--- src/rtl/chse_pkg.sv ---
// chse_pkg: shared types and constants of the chebyshev series evaluator
// no dependencies; imported by every other file of the block
`timescale 1ns / 1ps
`default_nettype none

package chse_pkg;

    // signed q16.16 words, q10.30 chebyshev terms, exact q16.16 running sum
    typedef logic signed [31:0] t_word;
    typedef logic signed [40:0] t_tval;
    typedef logic signed [47:0] t_acc;

    localparam int NCOEF  = 6;
    localparam int QBITS  = 31;   // quotient bits of u, one per divider stage
    localparam int QDEPTH = 4;
    localparam int QPTR   = $clog2(QDEPTH);

    // register map, index = paddr[4:2]
    localparam logic [2:0] REG_RANGE_LOW  = 3'd0;
    localparam logic [2:0] REG_RANGE_HIGH = 3'd1;
    localparam logic [2:0] REG_COEF_0     = 3'd2;

    localparam t_word RESET_LOW  = -32'sd65536;
    localparam t_word RESET_HIGH = 32'sd65536;

    localparam t_word U_POS_MAX = 32'sh7FFFFFFF;
    localparam t_word U_NEG_MAX = 32'sh80000000;
    localparam t_tval ONE_Q30   = 41'sh40000000;
    localparam t_tval T_MAX     = 41'sh0FFFFFFFFFF;
    localparam t_tval T_MIN     = 41'sh10000000000;
    localparam t_acc  SUM_MAX   = 48'sh00007FFFFFFF;
    localparam t_acc  SUM_MIN   = 48'shFFFF80000000;

    // classified item handed from front to back
    typedef struct packed {
        logic        fault;
        logic        sat;
        logic        neg;
        logic        clamp;
        t_word       u_clamp;
        logic [32:0] mag;
        logic [31:0] den;
    } t_front_item;

    // context travelling through the term stages
    typedef struct packed {
        logic  fault;
        logic  sat;
        t_word u;
        t_tval t_prev;
        t_tval t_cur;
        t_acc  sum;
    } t_term;

    typedef t_word t_coef_arr [NCOEF];

endpackage

`default_nettype wire

--- src/rtl/chse_if.sv ---
// chse_in_if and chse_out_if: valid/ready channels of the evaluator
// depends on chse_pkg for the payload types
`timescale 1ns / 1ps
`default_nettype none

interface chse_in_if;
    import chse_pkg::*;
    logic  valid;
    logic  ready;
    t_word x_value;
    modport source (output valid, output x_value, input ready);
    modport sink (input valid, input x_value, output ready);
endinterface


`default_nettype wire

--- src/rtl/chse_front.sv ---
// chse_front: accepts samples, maps them onto the interval and classifies
// depends on chse_pkg and chse_in_if
`timescale 1ns / 1ps
`default_nettype none

module chse_front
    import chse_pkg::*;
(
    input  wire         i_clk,
    input  wire         i_rst_n,
    chse_in_if.sink     i_in_ch,
    input  t_word       i_low,
    input  t_word       i_high,
    input  wire         i_full,
    output logic        o_push,
    output t_front_item o_item
);

    logic              r_valid;
    t_front_item       r_item;
    t_front_item       n_item;
    logic signed [34:0] w_num;
    logic signed [34:0] w_two_den;
    logic signed [34:0] w_abs;
    logic signed [32:0] w_den;

    assign o_push        = r_valid && !i_full;
    assign i_in_ch.ready = !r_valid || !i_full;
    assign o_item        = r_item;

    always_comb begin
        w_num     = 35'(i_in_ch.x_value) + 35'(i_in_ch.x_value) - 35'(i_low) - 35'(i_high);
        w_den     = 33'(i_high) - 33'(i_low);
        w_two_den = 35'(w_den) + 35'(w_den);
        w_abs     = w_num[34] ? -w_num : w_num;
        n_item.fault   = w_den[32] || (w_den == '0);
        n_item.sat     = 1'b0;
        n_item.neg     = w_num[34];
        n_item.clamp   = 1'b1;
        n_item.u_clamp = '0;
        n_item.mag     = '0;
        n_item.den     = w_den[31:0];
        if (n_item.fault) begin
            n_item.clamp = 1'b1;
        end else if (w_num >= w_two_den) begin
            n_item.u_clamp = U_POS_MAX;
            n_item.sat     = 1'b1;
        end else if (w_num < -w_two_den) begin
            n_item.u_clamp = U_NEG_MAX;
            n_item.sat     = 1'b1;
        end else if (w_num == -w_two_den) begin
            // exactly -2 is representable
            n_item.u_clamp = U_NEG_MAX;
        end else begin
            n_item.clamp = 1'b0;
            n_item.mag   = w_abs[32:0];
        end
    end

    always_ff @(posedge i_clk) begin
        if (!i_rst_n) begin
            r_valid <= 1'b0;
        end else if (i_in_ch.ready) begin
            r_valid <= i_in_ch.valid;
        end
    end

    always_ff @(posedge i_clk) begin
        if (i_in_ch.ready && i_in_ch.valid) begin
            r_item <= n_item;
        end
    end

endmodule

`default_nettype wire

--- src/flat_wrapper.sv ---
// flat-port wrapper written by rule: the top's interface ports become plain ports
module chse_front_flat import chse_pkg::*;
  (i_clk, i_rst_n, i_low, i_high, i_full, o_push, o_item, i_in_ch_valid, i_in_ch_x_value, i_in_ch_ready);
  chse_in_if i_in_ch_i ();
  input  wire i_clk;
  input  wire i_rst_n;
  input  t_word i_low;
  input  t_word i_high;
  input  wire i_full;
  output logic o_push;
  output t_front_item o_item;
  input wire logic [$bits(i_in_ch_i.valid)-1:0] i_in_ch_valid;
  input wire logic [$bits(i_in_ch_i.x_value)-1:0] i_in_ch_x_value;
  output wire logic [$bits(i_in_ch_i.ready)-1:0] i_in_ch_ready;
  assign i_in_ch_i.valid = i_in_ch_valid;
  assign i_in_ch_i.x_value = i_in_ch_x_value;
  assign i_in_ch_ready = i_in_ch_i.ready;
  chse_front u_core (.i_clk(i_clk), .i_rst_n(i_rst_n), .i_in_ch(i_in_ch_i), .i_low(i_low), .i_high(i_high), .i_full(i_full), .o_push(o_push), .o_item(o_item));
endmodule
--- config.mk ---
export PLATFORM = sky130hd
export DESIGN_NAME = chse_front_flat
export DESIGN_NICKNAME = d
export VERILOG_FILES = /design/src/rtl/chse_pkg.sv /design/src/rtl/chse_if.sv /design/src/rtl/chse_front.sv /design/src/flat_wrapper.sv
export SDC_FILE = /design/constraint.sdc
export NUM_CORES = 1
export LEC_CHECK = 0
export BUFFER_PORTS_ARGS = -buffer_cell sky130_fd_sc_hd__buf_2
export CAP_MARGIN = 25
export CORE_MARGIN = 3
export CORE_UTILIZATION = 45
export CTS_CLUSTER_SIZE = 30
export DETAILED_ROUTE_END_ITERATION = 16
export PLACE_DENSITY = 0.66
export SYNTH_ARGS = -nofsm -noshare
export SYNTH_HDL_FRONTEND = slang
export SYNTH_SLANG_ARGS = --single-unit
--- constraint.sdc ---
create_clock -name i_clk -period 13.6 [get_ports i_clk]
set_input_delay 2.04 -clock i_clk [delete_from_list [all_inputs] [get_ports i_clk]]
set_output_delay 2.04 -clock i_clk [all_outputs]
set_load 0.01 [all_outputs]
# Word-level counts from Yosys, hierarchy flattened
# Cells that the tools add are included.
[classes]
reduce_logical = 10
n_eq_ne = 1
n_mux = 7
add_sub_neg = 7
n_lt_le_gt_ge = 2
[op_table]
columns = ["cell", "n"]
rows = [
  ["$mux 32", 2],
  ["$eq 35x35->1", 1],
  ["$ge 35x34->1", 1],
  ["$lt 35x35->1", 1],
  ["$neg 34->35", 1],
  ["$sub 35x32->35", 1],
  ["$add 33x33->34", 1],
  ["$sub 33x32->34", 1],
  ["$add 32x32->33", 1],
  ["$logic_not 33->1", 1],
  ["$mux 33", 1],
  ["$neg 33->33", 1],
  ["$sub 32x32->33", 1],
  ["$mux 31", 1],
  ["$reduce_or 4->1", 1],
  ["$mux 1", 3],
  ["$reduce_or 3->1", 1],
  ["$logic_and 1x1->1", 2],
  ["$logic_not 1->1", 2],
  ["$logic_or 1x1->1", 2],
  ["$reduce_or 2->1", 1],
]
[totals]
elab_cells = 36
reg_bits = 102
out_inout_bits = 103
input_bits = 100

# Depth between registers and ports, before layout
[logic_depth]
depth_word = 7
depth_mapped = 37
depth_no_buf = 36

# Least setup slack after synthesis
# No wires, ideal clock.
[synth_timing]
path_type = "input-to-reg"
from = "input i_low[1]"
to = "register u_core.r_item (netlist bit u_core.o_item[97]), data pin"
cell_stages = 36
required_ps = 13346
path_buffers = 2
arrival_time_ps = 8144
setup_time_ps = 254
setup_slack_ps = 5202
cell_sequence = "inv_1 > fa_1 > a21o_1 > a21oi_1 > o21bai_1 > a21oi_1 > o211a_1 > o211ai_1 > a41oi_1 > o21bai_1 > a21oi_1 > o21bai_1 > a21o_1 > a21oi_1 > xnor2_1 > ha_1 > clkbuf_1 > nand2_1 > a21oi_1 > nor2_1 > xor2_1 > inv_1 > ha_1 > a21o_1 > a21o_1 > a21oi_1 > nand2_1 > nor2_1 > o2bb2ai_1 > a21oi_1 > o221ai_1 > a31oi_1 > a211oi_1 > nand2_2 > buf_6 > a21o_1"
[synth_between]
elab_chain_cells = 5
word_cells_on_any_way = 12
classes_between = "add/sub (5); order compare (2); eq/ne (1); mux (1); reduce/logical (3)"
[synth_lines]
columns = ["element", "line_no", "source"]
rows = [
  ["start, declared", "flat_wrapper.sv:7", "input t_word i_low;"],
  ["$sub 32x32->33", "chse_front.sv:33", "w_den = 33'(i_high) - 33'(i_low);"],
  ["$add 33x33->34", "chse_front.sv:34", "w_two_den = 35'(w_den) + 35'(w_den);"],
  ["$neg 34->35", "chse_front.sv:48, chse_front.sv:51", ""],
  ["$lt 35x35->1 or $eq 35x35->1 (tied branches)", "chse_front.sv:48, chse_front.sv:51", ""],
  ["$reduce_or 3->1 (no source line) or $mux 1 (tied branches)", "n/a", ""],
  ["end signal, assigned", "chse_front.sv:70", "r_item <= n_item;"],
  ["end, declared", "chse_front.sv:20", "t_front_item r_item;"],
]
# Several ways; a longest one is shown, not always the timed one.
# A chain may end at the register's enable or synchronous reset.

# Final worst setup path
[layout_timing]
from = "input i_low[1]"
to = "register u_core.r_item (netlist bit u_core.o_item[44]), data pin"
[layout_between]
elab_chain_cells = 5
word_cells_on_any_way = 13
classes_between = "add/sub (6); order compare (2); eq/ne (1); mux (1); reduce/logical (3)"
[layout_lines]
columns = ["element", "line_no"]
rows = [
  ["$sub 32x32->33", "chse_front.sv:33"],
  ["$add 33x33->34", "chse_front.sv:34"],
  ["$neg 34->35", "chse_front.sv:48, chse_front.sv:51"],
  ["$lt 35x35->1 or $eq 35x35->1 (tied branches)", "chse_front.sv:48, chse_front.sv:51"],
  ["$reduce_or 4->1 (no source line)", "n/a"],
]
# Several ways; a longest one is shown, not always the timed one.

==> run summary <==
Setup Viol. Count Final -> 0
Worst slew margin relative to its limit -> 0.415
Die W -> 168 um
Number of diodes added for antenna fixing -> 0
Pin count of the biggest net entering global routing -> 72
Drt drc -> 0
Worst R2R Setup Slack -> 12.00 ns
Routed len/inst -> 17.1 um
CP bufs+invs -> 2
CP Data Required Time -> 13.73 ns
Fraction of registers with async set/reset -> 0
Num ports -> 203
Number of global-route vias before repair -> 10099
CTS root buffer -> clkbuf_16
Number of clock buffers inserted by TritonCTS -> 9
Number of detailed-route iterations in the first pass -> 8
Number of nets in the layout -> 1854
Areal power density over the cells -> 142 mW/mm^2
Number of nets produced by synthesis -> 1700
Wire length of the first global-routing pass -> 52700 um
Post-synth design cell area -> 0.0119 sq mm
Setup skew after layout -> 0.0136 ns
Overall global routing resource usage -> 0.225
Largest vdd supply drop -> 0.0891 mV
WP data arrival -> 10.13 ns
Quantity of hold-fixing buffers added after cts -> 0
Standard-cell rows -> 58
Setup crit start kind -> input pin
Maximum root-to-sink buffer count -> 2
Total power draw -> 0.00186 W
Die Area -> 0.0283 sq mm
Count of mapped cells out of synthesis -> 1437
Number of flip-flops and latches in the synthesized netlist -> 72
Main flop type after synthesis -> edfxtp_1
CP max-delay cell -> nor3b_1
Cts repair resizes -> 0
Critical path type -> input pin to flop
P_leak -> 5.94 nW
Starting density of the core -> 0.464
Crit path largest cell delay -> 0.62 ns
Type of the tightest min-delay check -> flop to flop
Area growth syn-to-layout -> 10.8%
Cell seen most often among critical-path stages -> o21ai_0
Detailed-placement wirelength estimate -> 27800 um
EDFF count, synth -> 71
Core Area -> 0.0255 sq mm
Final Hold Vio Count -> 0
Synth Area per Inst -> 8.25 sq um
Element type at the critical path end -> flop
Antenna Nets Post-Route -> 0
Max Clk Rate -> 0.100 GHz
Initial antenna violation count -> 0
Count of synthesis-stage warnings from yosys -> 0
Fin crit period -> 10.00 ns
Measured slew at the worst slew-check pin -> 0.877 ns
Share of cells above drive strength 1 -> 0.187
Post-route setup TNS -> 0 ns
Worst-Skew Late Latency -> 0.33 ns
Total count of max-transition violations in the final report -> 0
Post-synthesis cell type count -> 100
Die Ht -> 168 um
Largest fanout on the critical path -> 34
Area of all placed cells without fillers -> 0.0131 sq mm
Unrepaired setup endpoints after global routing -> false
H-tree level count -> 3
Final routed wirelength across all metal layers -> 33000 um
Placer's final routability congestion estimate -> 0.930
Clock-pin slew on the worst setup and hold paths -> 0.06 ns
Number of DRC markers in iteration 0 -> 874
Vias -> 11084
Crit share post-route -> 0.735
Fillcell total -> 2450
Kind of cell adding the most delay to the critical path -> compound AO/OA/AOI/OAI gates
TritonCTS clock tree -> done
Total overflow reported by the global router -> 0
Number of input and output port buffers inserted -> 202
Part of the Yosys area used for sequential elements -> 0.182
Area of placed instances -> 0.0129 sq mm
CTS sink count -> 72
Via density per instance -> 5.76
Total setup buffers inserted after CTS -> 0
Count of maximum capacitance violations -> 0
Status -> completed
==> per-layer routing <==
| layer | vias up | wire length [um] | global-route usage | part of all wire |
|---|---|---|---|---|
| met4 | 0 | 677 | 0.0583 | 0.021 |
| met1 | 5043 | 16200 | 0.345 | 0.49 |
| met5 | - | 0 | 0 | 0 |
| met2 | 411 | 13900 | 0.339 | 0.42 |
| li1 | 5593 | - | - | - |
| met3 | 37 | 2190 | 0.0193 | 0.067 |
==> registers in the layout, indices dropped and copies added, names as in the netlist <==
register,cells
u_core.r_valid,1
u_core.o_item,71
==> final timing paths <==
path,startpoint,depth (start not counted),endpoint
hold reg to reg,u_core.r_valid$_SDFFE_PN0N_,2,u_core.r_valid$_SDFFE_PN0N_
hold / removal,u_core.r_valid$_SDFFE_PN0N_,2,u_core.r_valid$_SDFFE_PN0N_
setup reg to reg,u_core.r_valid$_SDFFE_PN0N_,3,u_core.o_item[0]$_DFFE_PP_
setup / recovery,i_low[1],34,u_core.o_item[44]$_SDFFCE_PP0P_
==> cell families (layout without fill, tap and decap cells) <==
kind of cell	after synthesis	in the layout	share of synthesized area
AOI/OAI and AO/OA	465	465	0.282
xor gates and xnor gates	128	128	0.0959
adders and majority gates	165	165	0.176
buffers and inverters	212	370	0.0845
DFF	72	72	0.182
muxes	5	5	0.00433
and+or+nand+nor	390	390	0.176
==> synth_stat cells, types with 8 or more instances <==
cell        n  area (sq um)
a31oi_1    18           113
nor2b_1    14          87.6
a211oi_1   27           203
o21a_1     34           255
or2_2      10          62.6
nor2_1     85           319
inv_1     146           548
nand4_1    28           175
buf_6       9           101
nand2b_1   12          75.1
o31ai_1     8          60.1
a21o_1     49           368
and3_1     13          81.3
a21oi_1   123           616
o211a_1     8          80.1
nor3_1     34           170
clkbuf_1   11          41.3
nand2_1    86           323
o21ai_0    66           330
buf_4      31           233
o211ai_1   18           135
or3_1      12          75.1
o21bai_1   13          97.6
nand3_1    33           165
edfxtp_1   71          2130
xor2_1     38           333
buf_2      13          65.1
ha_1      160          2000
and2_1     17           106
and4_1      8          70.1
a211oi_2   19           238
xnor2_1    88           771
==> report_power, final <==
part	total, W	internal, W	switching, W
clock	0.000214	0.000121	0.0000930
sequential	0.000317	0.000303	0.0000136
combinational	0.00133	0.000511	0.000818
total	0.00186	0.000935	0.000925
==> cell usage in the layout (no fill, tap or decap), drive strengths merged, types with 14 or more instances in the layout <==
master  instances
ha            160
nand4          29
nand3          33
or3            14
nor3           37
nand2          88
a21oi         125
nor2b          14
a21o           49
and2           20
o21a           34
buf           207
o211ai         20
edfxtp         71
o21ai          75
nor2           85
xnor2          88
a211oi         47
a31oi          20
xor2           40
inv           147
==> worst register-to-register path: stages, from the launching register on <==
cell and delay [ns]:
dfxtp_1 0.32, nand2_1 0.07, and2_2 0.14, buf_4 0.69
==> cell type report <==
type | count | area, sq um | area share
multi-input combinational | 1153 | 8700 | 0.662
timing repair buffer | 207 | 1050 | 0.0798
sequential | 72 | 2150 | 0.164
clock inverter | 6 | 37.5 | 0.00286
inverter | 148 | 561 | 0.0427
clock buffer | 9 | 225 | 0.0171
tap | 330 | 413 | 0.0314
==> per-stage QoR <==
| stage | setup slack (ns) | utilization | hold WS (ns) | std cells |
|---|---|---|---|---|
| 3_5_place_dp | 3.29 | 0.504 | 0.543 | 1910 |
| 3_3_place_gp | 3.48 | 0.504 | 0.518 | 1910 |
| 6_report | 3.60 | 0.514 | 0.545 | 1925 |
| 5_1_grt | 2.80 | 0.514 | 0.626 | 1925 |
| 4_1_cts | 3.61 | 0.514 | 0.553 | 1925 |
| 2_1_floorplan | 5.20 | - | 0.487 | 1437 |
(Power assumes the default switching activity.)
