==> src/rtl/chse_pkg.sv <==
// chse_pkg: shared types and constants of the chebyshev series evaluator
// no dependencies; imported by every other file of the block
`timescale 1ns / 1ps
`default_nettype none

package chse_pkg;

    // signed q16.16 words, q10.30 chebyshev terms, exact q16.16 running sum
    typedef logic signed [31:0] t_word;
    typedef logic signed [40:0] t_tval;
    typedef logic signed [47:0] t_acc;

    localparam int NCOEF  = 6;
    localparam int QBITS  = 31;   // quotient bits of u, one per divider stage
    localparam int QDEPTH = 4;
    localparam int QPTR   = $clog2(QDEPTH);

    // register map, index = paddr[4:2]
    localparam logic [2:0] REG_RANGE_LOW  = 3'd0;
    localparam logic [2:0] REG_RANGE_HIGH = 3'd1;
    localparam logic [2:0] REG_COEF_0     = 3'd2;

    localparam t_word RESET_LOW  = -32'sd65536;
    localparam t_word RESET_HIGH = 32'sd65536;

    localparam t_word U_POS_MAX = 32'sh7FFFFFFF;
    localparam t_word U_NEG_MAX = 32'sh80000000;
    localparam t_tval ONE_Q30   = 41'sh40000000;
    localparam t_tval T_MAX     = 41'sh0FFFFFFFFFF;
    localparam t_tval T_MIN     = 41'sh10000000000;
    localparam t_acc  SUM_MAX   = 48'sh00007FFFFFFF;
    localparam t_acc  SUM_MIN   = 48'shFFFF80000000;

    // classified item handed from front to back
    typedef struct packed {
        logic        fault;
        logic        sat;
        logic        neg;
        logic        clamp;
        t_word       u_clamp;
        logic [32:0] mag;
        logic [31:0] den;
    } t_front_item;

    // context travelling through the term stages
    typedef struct packed {
        logic  fault;
        logic  sat;
        t_word u;
        t_tval t_prev;
        t_tval t_cur;
        t_acc  sum;
    } t_term;

    typedef t_word t_coef_arr [NCOEF];

endpackage

`default_nettype wire

==> src/rtl/chse_queue.sv <==
// chse_queue: short fifo of classified items between front and back
// depends on chse_pkg
`timescale 1ns / 1ps
`default_nettype none

module chse_queue
    import chse_pkg::*;
(
    input  wire         i_clk,
    input  wire         i_rst_n,
    input  wire         i_push,
    input  t_front_item i_wdata,
    output logic        o_full,
    input  wire         i_pop,
    output logic        o_valid,
    output t_front_item o_rdata
);

    t_front_item     r_mem [QDEPTH];
    logic [QPTR-1:0] r_wr;
    logic [QPTR-1:0] r_rd;
    logic [QPTR:0]   r_count;

    assign o_full  = (r_count == (QPTR+1)'(QDEPTH));
    assign o_valid = (r_count != '0);
    assign o_rdata = r_mem[r_rd];

    always_ff @(posedge i_clk) begin
        if (!i_rst_n) begin
            r_wr    <= '0;
            r_rd    <= '0;
            r_count <= '0;
        end else begin
            if (i_push) begin
                r_wr <= r_wr + 1'b1;
            end
            if (i_pop) begin
                r_rd <= r_rd + 1'b1;
            end
            if (i_push && !i_pop) begin
                r_count <= r_count + 1'b1;
            end else if (i_pop && !i_push) begin
                r_count <= r_count - 1'b1;
            end
        end
    end

    always_ff @(posedge i_clk) begin
        if (i_push) begin
            r_mem[r_wr] <= i_wdata;
        end
    end

endmodule

`default_nettype wire

==> config.mk <==
export PLATFORM = sky130hd
export DESIGN_NAME = chse_queue
export DESIGN_NICKNAME = d
export VERILOG_FILES = /design/src/rtl/chse_pkg.sv /design/src/rtl/chse_queue.sv
export SDC_FILE = /design/constraint.sdc
export NUM_CORES = 1
export LEC_CHECK = 0
export BUFFER_PORTS_ARGS = -buffer_cell sky130_fd_sc_hd__clkbuf_2
export CORE_ASPECT_RATIO = 0.8
export CORE_UTILIZATION = 30
export DETAILED_ROUTE_END_ITERATION = 8
export PLACE_DENSITY = 0.49
export SETUP_SLACK_MARGIN = 0.3
export SLEW_MARGIN = 10
export SYNTH_ARGS = -nofsm -noshare
export SYNTH_HDL_FRONTEND = slang
export SYNTH_SLANG_ARGS = --single-unit
==> constraint.sdc <==
create_clock -name i_clk -period 5.8 [get_ports i_clk]
set_input_delay 0.58 -clock i_clk [delete_from_list [all_inputs] [get_ports i_clk]]
set_output_delay 0.58 -clock i_clk [all_outputs]
set_load 0.01 [all_outputs]
# Word level (Yosys, flattened, before mapping)
# Memories as Yosys holds them, arrays and structs flattened. A register that Yosys moved wholly into a read port is not among the register bits.
# Index checks and enable logic that the tools add are counted.
[totals]
elab_cells = 21
out_inout_bits = 103
reg_bits = 7
mem_count = 1
input_bits = 105
ram_bits = 404
[mem_list]
columns = ["name", "depth", "word_bits", "read_ports", "rd_clocked_by_memory_dff", "write_ports", "line_no", "rtl"]
rows = [
  ["r_mem", 4, 101, 1, 1, 1, "chse_queue.sv:19", "t_front_item r_mem [QDEPTH];"],
]
[classes]
eq_ne = 1
n_reduce_logical = 6
mux = 6
n_addsub = 4
[ops]
columns = ["operator", "n"]
rows = [
  ["2-to-1 mux 3 bit", 2],
  ["adder 2 x 1 -> 2 bit, second input constant", 2],
  ["2-to-1 mux 2 bit", 2],
  ["adder 3 x 1 -> 3 bit, second input constant", 1],
  ["== test 3 bit, second input constant", 1],
  ["nonzero test 3 bit", 1],
  ["subtractor 3 x 1 -> 3 bit, second input constant", 1],
  ["logical AND 1 bit", 2],
  ["logical NOT 1 bit", 2],
  ["2-to-1 mux 1 bit", 2],
  ["nonzero test 2 bit", 1],
]

# Longest topological paths before layout
# Gate-level depths: netlist of run 1.
[depth]
ltp_word = 4
ltp_mapped = 7
depth_no_buf = 7

# Worst setup path before layout of run 1
# Ideal clock, no wire load.
[synth_path]
path_kind = "input to register"
from = "in i_push"
to = "mem r_mem[0][0] in the netlist's numbering, enable pin"
required_ns = 5.329
n_path_buf = 0
setup_ns = 0.471
path_slack_ns = 2.418
cell_stages = 1
arrival_time_ns = 2.911
path_cell_list = "and2_1"
[synth_via]
elab_chain_cells = 2
[synth_rtl]
columns = ["element", "line_no", "rtl"]
rows = [
  ["start: declaration", "chse_queue.sv:11", "input wire i_push,"],
  ["2-to-1 mux 1 bit", "chse_queue.sv:49", "if (i_push) begin"],
  ["2-to-1 mux 1 bit (implied by the code)", "chse_queue.sv:50", "r_mem[r_wr] <= i_wdata;"],
  ["end: declaration", "chse_queue.sv:19", ""],
]
# No other way between the ends.

==> impl_metrics.json, run 1 <==
{
  "syn_area_um2": 15000,
  "numCtsBuffers": 44,
  "finalCritPeriodShare_pct": 52.4,
  "hpwl_um": 17300,
  "final_antenna_net_count": 0,
  "clk_pin_slew_ns": 0.06,
  "start_kind": "flip-flop",
  "ys_async_sr_fraction_pct": 0,
  "synth_edf_count": 404,
  "cts_resized": 0,
  "drive_above_1_share_pct": 46.0,
  "skew_ns": 0.0167,
  "clock_sinks": 413,
  "grt_max_degree": 102,
  "hold_viol_final": 0,
  "rsz0062_at_grt": "no",
  "cts_root_buffer": "clkbuf_16",
  "place.gp.congestion": 0.679,
  "drt-total-wl_um": 30400,
  "rows": 72,
  "antenna_found_initial": 2,
  "synthDominantCellAreaShare_pct": 80.8,
  "vdd_drop_max_uv": 218,
  "grt_pass1_vias": 7121,
  "total_power_mw": 6.78,
  "cp-end-kind": "output pin",
  "vias": 6713,
  "post_cts_buffers": 0,
  "status": "finished clean",
  "rr_startpoint": "r_wr[0]",
  "p_seq_share_pct": 51.1,
  "grt_usage_pct": 12.1,
  "synth.largest_area_cell": "edfxtp_1",
  "drcViolationCount": 0,
  "port_buffers": 207,
  "syn_area_per_cell_um2": 26.4,
  "htreeDepth": 2,
  "path_max_fanout": 40,
  "switchingPower_mw": 1.49,
  "clock_latency_ns": 0.55,
  "cts_hold_buf": 0,
  "worstPathArrival_ns": 2.46,
  "fillers": 4476,
  "seq_area_frac_synth_pct": 82.0,
  "synthFlopType": "edfxtp_1",
  "die-area_um2": 51000,
  "drv_cap": 0,
  "p_int_mw": 5.29,
  "finalNetCount": 923,
  "wire_per_inst_um": 20.1,
  "synth.most_common_cell": "edfxtp_1",
  "ys_top_cells_by_count": "edfxtp_1 (404), mux4_2 (101), buf_2 (10), buf_6 (10)",
  "power_frac_clock_pct": 39.7,
  "period_needed_ns": 3.04,
  "multi_input_area_um2": 2540,
  "worst_slew_margin_rel_pct": 40.3,
  "worst_hold_slack_ns": 0.244,
  "vias_per_cell": 4.45,
  "die_w_um": 252,
  "grt_pass1_wl_um": 45300,
  "drt-pass1-iter-count": 6,
  "setup_viol": 0,
  "synthCells": 570,
  "clockBufferDepth": 3,
  "sw_frac_of_total_pct": 22.0,
  "p_leak_nw": 6.06,
  "hp-start": "i_wdata[2]",
  "yosys-top-cells-area": "edfxtp_1 (81%), mux4_2 (15%), dfxtp_1 (1.2%)",
  "slew_viol_final": 0,
  "worst_slew_pin_slew_ns": 0.895,
  "cp.required_ns": 5.22,
  "hp-class": "in -> reg",
  "yosysUniqueCellTypes": 19,
  "comb_power_share_pct": 9.2,
  "yosysWarnings": 0,
  "seq_area_um2": 12300,
  "synthesis.nets": 681,
  "cts_tree": "done",
  "start_util_pct": 30.7,
  "core_um2": 48900,
  "area_growth_syn_to_layout_pct": 21.2,
  "ys_ff_latch": 413,
  "clock.fmax_mhz": 329,
  "drt_iter0_drc": 290,
  "powerDensity_nw_per_um2": 372,
  "finalSetupTns_ns": 0,
  "die_h_um": 202,
  "grt_overflow": 0,
  "path_class": "reg -> out",
  "io_pins": 208
}
[worst paths after layout]
path / to / slack [ns] / depth (start not counted)
min: r_mem[2][2] / 0.24 / 1
max: o_rdata[29] / 2.76 / 3
max reg2reg: r_mem[1][42] / 3.70 / 3
min reg2reg: r_count[2] / 0.51 / 2
[per-stage QoR]
step	instances	util, %	area, µm²	worst slack, ns
global route	1508	37.2	18200	2.60
floorplan	570	-	15000	2.42
finish	1509	37.2	18200	2.76
detailed placement	1432	34.4	16800	3.29
global placement	1432	34.4	16800	3.29
CTS	1508	37.2	18200	2.67
[area by class of cell]
cell class,count,share of cell area [%]
Inverter,4,0.0824
Sequential cell,413,67.6
Timing Repair Buffer,218,6.21
Clock buffer,51,6.31
Clock inverter,25,1.24
Tap cell,666,4.58
Antenna cell,1,0.0137
Multi-Input combinational cell,131,13.9
[kinds of logic (layout without fill, tap and decap cells)]
family | count (synthesis) | in the layout | share of synthesized area [%]
buffers and inverters | 26 | 298 | 1.23
adder cells (fa/ha/maj) | 6 | 6 | 0.550
flip-flops | 413 | 413 | 82.0
multiplexers | 103 | 103 | 15.3
XOR/XNOR | 5 | 5 | 0.292
other | 0 | 1 | 0
AO/OA/AOI/OAI | 2 | 2 | 0.0833
AND/OR/NAND/NOR | 15 | 15 | 0.616
[per-layer routing]
metal / GRT usage (%) / wire [µm] / vias up
met1: 16.4 / 13700 / 3527
met3: 3.98 / 2300 / 52
li1: - / - / 2937
met4: 4.13 / 689 / 4
met5: 0 / 24 / -
met2: 18.1 / 13600 / 193
[cells in the final DEF, fill, tap and decap left out, types with 3 or more instances in the layout]
cell type and instances:
and2_1 5, and2_4 4, buf_4 10, bufinv_16 4, clkbuf_1 6, clkbuf_16 45
clkbuf_2 207, clkinv_1 8, clkinv_2 9, clkinvlp_4 4, dfxtp_1 7, edfxtp_1 404
ha_1 5, inv_1 4, mux4_2 101, xor2_1 3
[state kept, by name (all words and copies together) (netlist names), named ones only]
register and flops:
r_mem 404, r_rd 2, r_wr 2, r_count 3
[critical path, cell delays in order (launching register included)]
cell      delay (ns)
dfxtp_4         0.65
buf_4           0.59
mux4_2          0.41
clkbuf_2        0.14
[power groups by stage]
stage               clock network (mW)  logic [mW]  registers, mW
detailed placement                   0       0.645           3.53
finish                            2.70       0.621           3.47
global route                      2.90       0.683           3.48
global placement                     0       0.643           3.53
CTS                               2.78       0.647           3.47
floorplan                            0       0.379           3.53
Power figures use the tool's default switching activity.
==> inputs of run 2 (changes only) <==
Settings changed: ABC_AREA set to 1.
Clock period 5.8 ns to 3.1 ns, I/O delays scaled along.
==> impl_metrics.json, run 2 <==
{
  "fillers": 5004,
  "status": "finished clean",
  "seq_area_um2": 12300,
  "path_max_fanout": 55,
  "port_buffers": 207,
  "finalCritPeriodShare_pct": 82.1,
  "grt_pass1_wl_um": 57400,
  "drt-pass1-iter-count": 4,
  "vias": 9514,
  "path_class": "reg -> out",
  "io_pins": 208,
  "wire_per_inst_um": 18.0,
  "area_growth_syn_to_layout_pct": 25.2,
  "clock.fmax_mhz": 393,
  "p_leak_nw": 7.03,
  "ys_top_cells_by_count": "edfxtp_1 (404), nor2_1 (128), o21ai_0 (126), o21ai_1 (82)",
  "start_util_pct": 30.6,
  "die-area_um2": 55000,
  "ys_ff_latch": 413,
  "drcViolationCount": 0,
  "top_regs": "r_mem (404), r_count (3)",
  "rsz0062_at_grt": "no",
  "ys_async_sr_fraction_pct": 0,
  "syn_area_um2": 16200,
  "worst_slew_pin_slew_ns": 0.789,
  "drv_cap": 0,
  "skew_ns": 0.0121,
  "finish.instance_area_um2": 20300,
  "final_cell_mix": "edfxtp_1 (404), clkbuf_2 (207), nor2_1 (128)",
  "hpwl_um": 20300,
  "yosysUniqueCellTypes": 22,
  "grt_usage_pct": 13.6,
  "grt_overflow": 0,
  "clockBufferDepth": 3,
  "cts_root_buffer": "clkbuf_16",
  "yosys-top-cells-area": "edfxtp_1 (75%), o22ai_2 (6.2%), o21ai_0 (3.9%)",
  "layout_commonest_cell": "edfxtp_1",
  "finalSetupTns_ns": 0,
  "setup_viol": 0,
  "vdd_drop_max_uv": 384,
  "slew_viol_final": 0,
  "powerDensity_nw_per_um2": 633,
  "place.gp.congestion": 0.728,
  "largest_register_ffs": 404,
  "vias_per_cell": 4.59,
  "clock_sinks": 413,
  "hold_viol_final": 0,
  "top_register": "r_mem",
  "syn_area_per_cell_um2": 15.6,
  "die_w_um": 262,
  "drt-total-wl_um": 37300,
  "seq_area_frac_synth_pct": 75.9,
  "htreeDepth": 2,
  "synth.largest_area_cell": "edfxtp_1",
  "cts_tree": "done",
  "placed_area_um2": 17900,
  "synthesis.nets": 1147,
  "core_um2": 52900,
  "synth_edf_count": 404,
  "cts_resized": 0,
  "worstPathArrival_ns": 2.24,
  "yosysWarnings": 0,
  "synthCells": 1036,
  "final_antenna_net_count": 0,
  "synthFlopType": "edfxtp_1",
  "die_h_um": 210,
  "grt_pass1_vias": 10000,
  "rows": 75,
  "grt_max_degree": 102,
  "clock_latency_ns": 0.56,
  "finalNetCount": 1458,
  "clk_pin_slew_ns": 0.06,
  "multi_input_area_um2": 3310,
  "start_kind": "flip-flop",
  "synthDominantCellAreaShare_pct": 74.8,
  "hp-class": "in -> reg",
  "cp.required_ns": 2.79,
  "cp-end-kind": "output pin",
  "worst_slew_margin_rel_pct": 47.4,
  "synth.most_common_cell": "edfxtp_1",
  "period_needed_ns": 2.55,
  "antenna_found_initial": 1,
  "drt_iter0_drc": 464,
  "numCtsBuffers": 45,
  "drive_above_1_share_pct": 33.0
}
==> run 2: changes by cell type in the layout (fill, tap and decap cells not counted), moves of 5 or more <==
cell,before,now
and2_1,5,0
buf_12,1,12
clkbuf_1,6,12
dlygate4sd3_1,0,101
inv_1,4,11
mux4_2,101,0
nand2_1,1,10
nor2_1,0,128
nor2_2,0,80
o21ai_0,1,126
o21ai_1,0,82
o22ai_1,0,21
o22ai_2,0,80
==> run 2: cell families (layout without fill, tap and decap cells) <==
kind of cell | Yosys count | in the layout | share of synthesized area, %
and+or+nand+nor | 221 | 221 | 6.38
other | 0 | 1 | 0
DFF | 413 | 413 | 75.9
buffers and inverters | 83 | 427 | 3.64
AOI/OAI and AO/OA | 313 | 313 | 13.5
adders and majority gates | 6 | 6 | 0.509
==> run 2: critical path: stages (launching register included) <==
cell      delay, ns
dfxtp_4        0.48
buf_12         0.29
buf_4          0.36
o21ai_0        0.17
o22ai_2        0.18
clkbuf_2       0.16
==> run 2: worst paths after layout <==
check / start / end / slack (ns) / depth (start not counted)
max: flip-flop / o_rdata[80] / 0.55 / 5
min: i_rst_n / r_count[2] / 0.07 / 3
max reg2reg: r_wr[0] / r_mem[3][40] / 1.26 / 4
min reg2reg: r_rd[1] / flip-flop / 0.43 / 1
==> run 2: report_power, final <==
| part | leakage [nW] | total (mW) | internal [mW] | switching [mW] |
|---|---|---|---|---|
| clock | 0.662 | 5.02 | 2.91 | 2.11 |
| sequential | 3.79 | 6.45 | 6.38 | 0.0678 |
| combinational | 2.59 | 1.38 | 0.528 | 0.852 |
| total | 7.03 | 12.8 | 9.82 | 3.03 |
==> run 2: layer usage <==
metal	GRT usage, %	part of all wire, %	wire length, µm	vias to the layer above
li1	-	-	-	4543
met1	18.4	47	17400	4746
met2	21.4	46	17300	172
met3	3.44	5.2	1950	53
met4	4.15	1.9	692	0
met5	0	0	0	-
==> run 2: what timing repair did <==
| action | CTS | global route |
|---|---|---|
| hold buffers | 101 | 0 |
| endpoints found under the hold margin | 404 | 0 |
| setup buffers | 0 | 0 |
==> run 2: layout make-up <==
type / instances / area share, %
Inverter: 17 / 0.419
Clock inverter: 23 / 0.906
Sequential cell: 413 / 60.7
Clock buffer: 57 / 5.77
Antenna cell: 1 / 0.0123
Multi-Input combinational cell: 540 / 16.3
Tap cell: 693 / 4.27
Timing Repair Buffer: 330 / 11.6
==> run 2: metrics by stage <==
step,power (mW),instances,utilization (%),worst slack [ns],hold WS (ns)
floorplan,7.36,1036,-,0.536,0.409
global placement,7.86,1892,33.9,1.11,0.417
detailed placement,7.88,1892,33.9,1.08,0.424
CTS,13.1,2073,38.4,0.464,0.0213
global route,13.4,2074,38.4,0.360,0.0722
finish,12.8,2074,38.4,0.555,0.0734
==> inputs of run 3 (changes only) <==
Settings changed: ABC_AREA 1 to 0, PLACE_DENSITY 0.49 to 0.51.
Clock period 3.1 ns to 2.2 ns, I/O delays scaled along.
==> impl_metrics.json, run 3 (synthesis gave the netlist of run 1 again) <==
{
  "grt_max_degree": 60,
  "multi_input_area_um2": 2540,
  "vdd_drop_max_uv": 563,
  "cp.required_ns": 1.98,
  "fillers": 4308,
  "top_regs": "r_mem (404), r_count (3)",
  "clock_sinks": 413,
  "drt_iter0_drc": 434,
  "start_kind": "flip-flop",
  "drive_above_1_share_pct": 42.8,
  "status": "complete, but fails checks",
  "slowest_stage": "mux4_2",
  "clockBufferDepth": 3,
  "htreeDepth": 2,
  "rows": 72,
  "wire_per_inst_um": 18.8,
  "p_seq_share_pct": 50.4,
  "diodes": 0,
  "wl_met1_um": 14300,
  "rrSetupSlack_ns": 0.56,
  "clock.fmax_mhz": 453,
  "grt_pass1_vias": 7797,
  "start_util_pct": 30.7,
  "finalCritPeriodShare_pct": 100,
  "p_leak_nw": 6.85,
  "place.gp.congestion": 0.689,
  "routed-wl-met3_um": 1580,
  "hold_viol_final": 0,
  "power_frac_clock_pct": 37.6,
  "worstPathArrival_ns": 1.99,
  "cp-end-kind": "output pin",
  "drcViolationCount": 0,
  "hp-class": "in -> reg",
  "rsz0062_at_grt": "yes",
  "worst_slew_pin_slew_ns": 0.459,
  "rr_startpoint": "r_wr[0]",
  "violations": "negative setup slack",
  "drt-total-wl_um": 31100,
  "sw_frac_of_total_pct": 21.9,
  "drv_cap": 0,
  "antenna_found_initial": 0,
  "slew_viol_final": 0,
  "seq_area_um2": 12300,
  "comb_power_share_pct": 12.0,
  "powerDensity_nw_per_um2": 904,
  "worst_slew_margin_rel_pct": 69.4,
  "die_h_um": 202,
  "layout_commonest_cell": "edfxtp_1",
  "p_int_mw": 14.1,
  "port_buffers": 207,
  "numPlacedInstances": 1452,
  "area_growth_syn_to_layout_pct": 33.4,
  "cts_root_buffer": "clkbuf_16",
  "setup_ws_ns": -0.00638,
  "cts_tree": "done",
  "die-area_um2": 51000,
  "crit_chain": "buf_12 > buf_16 > mux4_2 > clkbuf_2",
  "final_antenna_net_count": 0,
  "met2_length_um": 14600,
  "clk_pin_slew_ns": 0.06,
  "critical_path.max_stage_delay_ns": 0.51,
  "stdcell_count": 1650,
  "hp-start": "i_pop",
  "skew_ns": 0.0122,
  "highest_layer": "met4",
  "switchingPower_mw": 3.97,
  "die_w_um": 252,
  "numCtsBuffers": 43,
  "grt_usage_pct": 12.3,
  "largest_register_ffs": 404,
  "dpl_worst_slack_ns": 0.440,
  "hold_depth": 3,
  "top_register": "r_mem",
  "drt-pass1-iter-count": 6,
  "final_cell_mix": "edfxtp_1 (404), clkbuf_2 (186), dlygate4sd3_1 (102)",
  "vias_per_cell": 4.38,
  "core_um2": 48900,
  "io_pins": 208,
  "grt_overflow": 0,
  "hpwl_um": 17500,
  "clock_latency_ns": 0.55,
  "r2r_cells": 4,
  "vias": 7233,
  "r2r_end": "r_mem[0][79]",
  "setup_viol": 11,
  "path_max_fanout": 11,
  "grt_pass1_wl_um": 46700,
  "period_needed_ns": 2.21,
  "path_class": "reg -> out",
  "finalNetCount": 1065
}
run 3: cell types whose count changed in the layout (fill, tap and decap cells not counted), moves of 15 or more:
cell      change
o21ai_1      -82
o22ai_2      -80
nor2_2       -80
buf_6        +15
mux4_2      +101
clkbuf_2     -21
o22ai_1      -21
o21ai_0     -125
nor2_1      -128
run 3: final cells by class:
| cell class | count | share of cell area [%] |
|---|---|---|
| sequential | 413 | 61.5 |
| timing repair buffer | 361 | 15.1 |
| multi-input combinational | 131 | 12.7 |
| clock buffer | 56 | 5.83 |
| tap | 666 | 4.16 |
| clock inverter | 19 | 0.718 |
| inverter | 4 | 0.0749 |
run 3: critical path: cells and delay by family (launching register included):
family	cells	cell delay (ns)
flops	1	0.38
buf+inv	3	0.53
mux	1	0.51
run 3: worst max-delay path by stage:
| stage | startpoint | endpoint | slack, ns | cells after the start |
|---|---|---|---|---|
| 2_1_floorplan | r_wr[0] | r_mem[2][0] | 0.49 | 3 |
| 3_3_place_gp | i_push | r_count[2] | 0.44 | 7 |
| 3_5_place_dp | i_push | r_count[2] | 0.44 | 7 |
| 4_1_cts | flip-flop | o_rdata[100] | -0.06 | 4 |
| 5_1_grt | flip-flop | o_rdata[0] | -0.08 | 5 |
| 6_report | flip-flop | o_rdata[88] | -0.006 | 4 |
run 3: per-layer routing:
| metal | vias to the layer above | track usage, % |
|---|---|---|
| li1 | 3238 | - |
| met1 | 3779 | 16.8 |
| met2 | 169 | 19.4 |
| met3 | 47 | 3.05 |
| met4 | 0 | 3.57 |
| met5 | - | 0 |
run 3: power by group through the flow:
stage / clock network, mW / logic, mW / registers [mW]
5_1_grt: 7.32 / 2.35 / 9.15
3_3_place_gp: 0 / 1.78 / 9.30
2_1_floorplan: 0 / 1.01 / 9.27
4_1_cts: 7.01 / 2.17 / 9.13
3_5_place_dp: 0 / 1.78 / 9.30
6_report: 6.81 / 2.18 / 9.13
run 3: per-stage QoR:
stage | power [mW] | hold slack (ns) | instance area, µm² | setup TNS (ns) | utilization [%]
finish | 18.1 | 0.0578 | 20000 | -0.0347 | 41.0
global route | 18.8 | 0.0439 | 20000 | -4.35 | 41.0
CTS | 18.3 | 0.0227 | 19900 | -2.37 | 40.7
detailed placement | 11.1 | 0.441 | 17100 | 0 | 35.1
global placement | 11.1 | 0.436 | 17100 | 0 | 35.1
floorplan | 10.3 | 0.319 | 15000 | 0 | -
run 3: timing repair:
action	in CTS	in global routing
gates resized for setup	20	51
hold buffers	102	0
cloned	8	0
endpoints found under the setup margin	101	101
buffers inserted	13	0
hold endpoints to repair	413	0
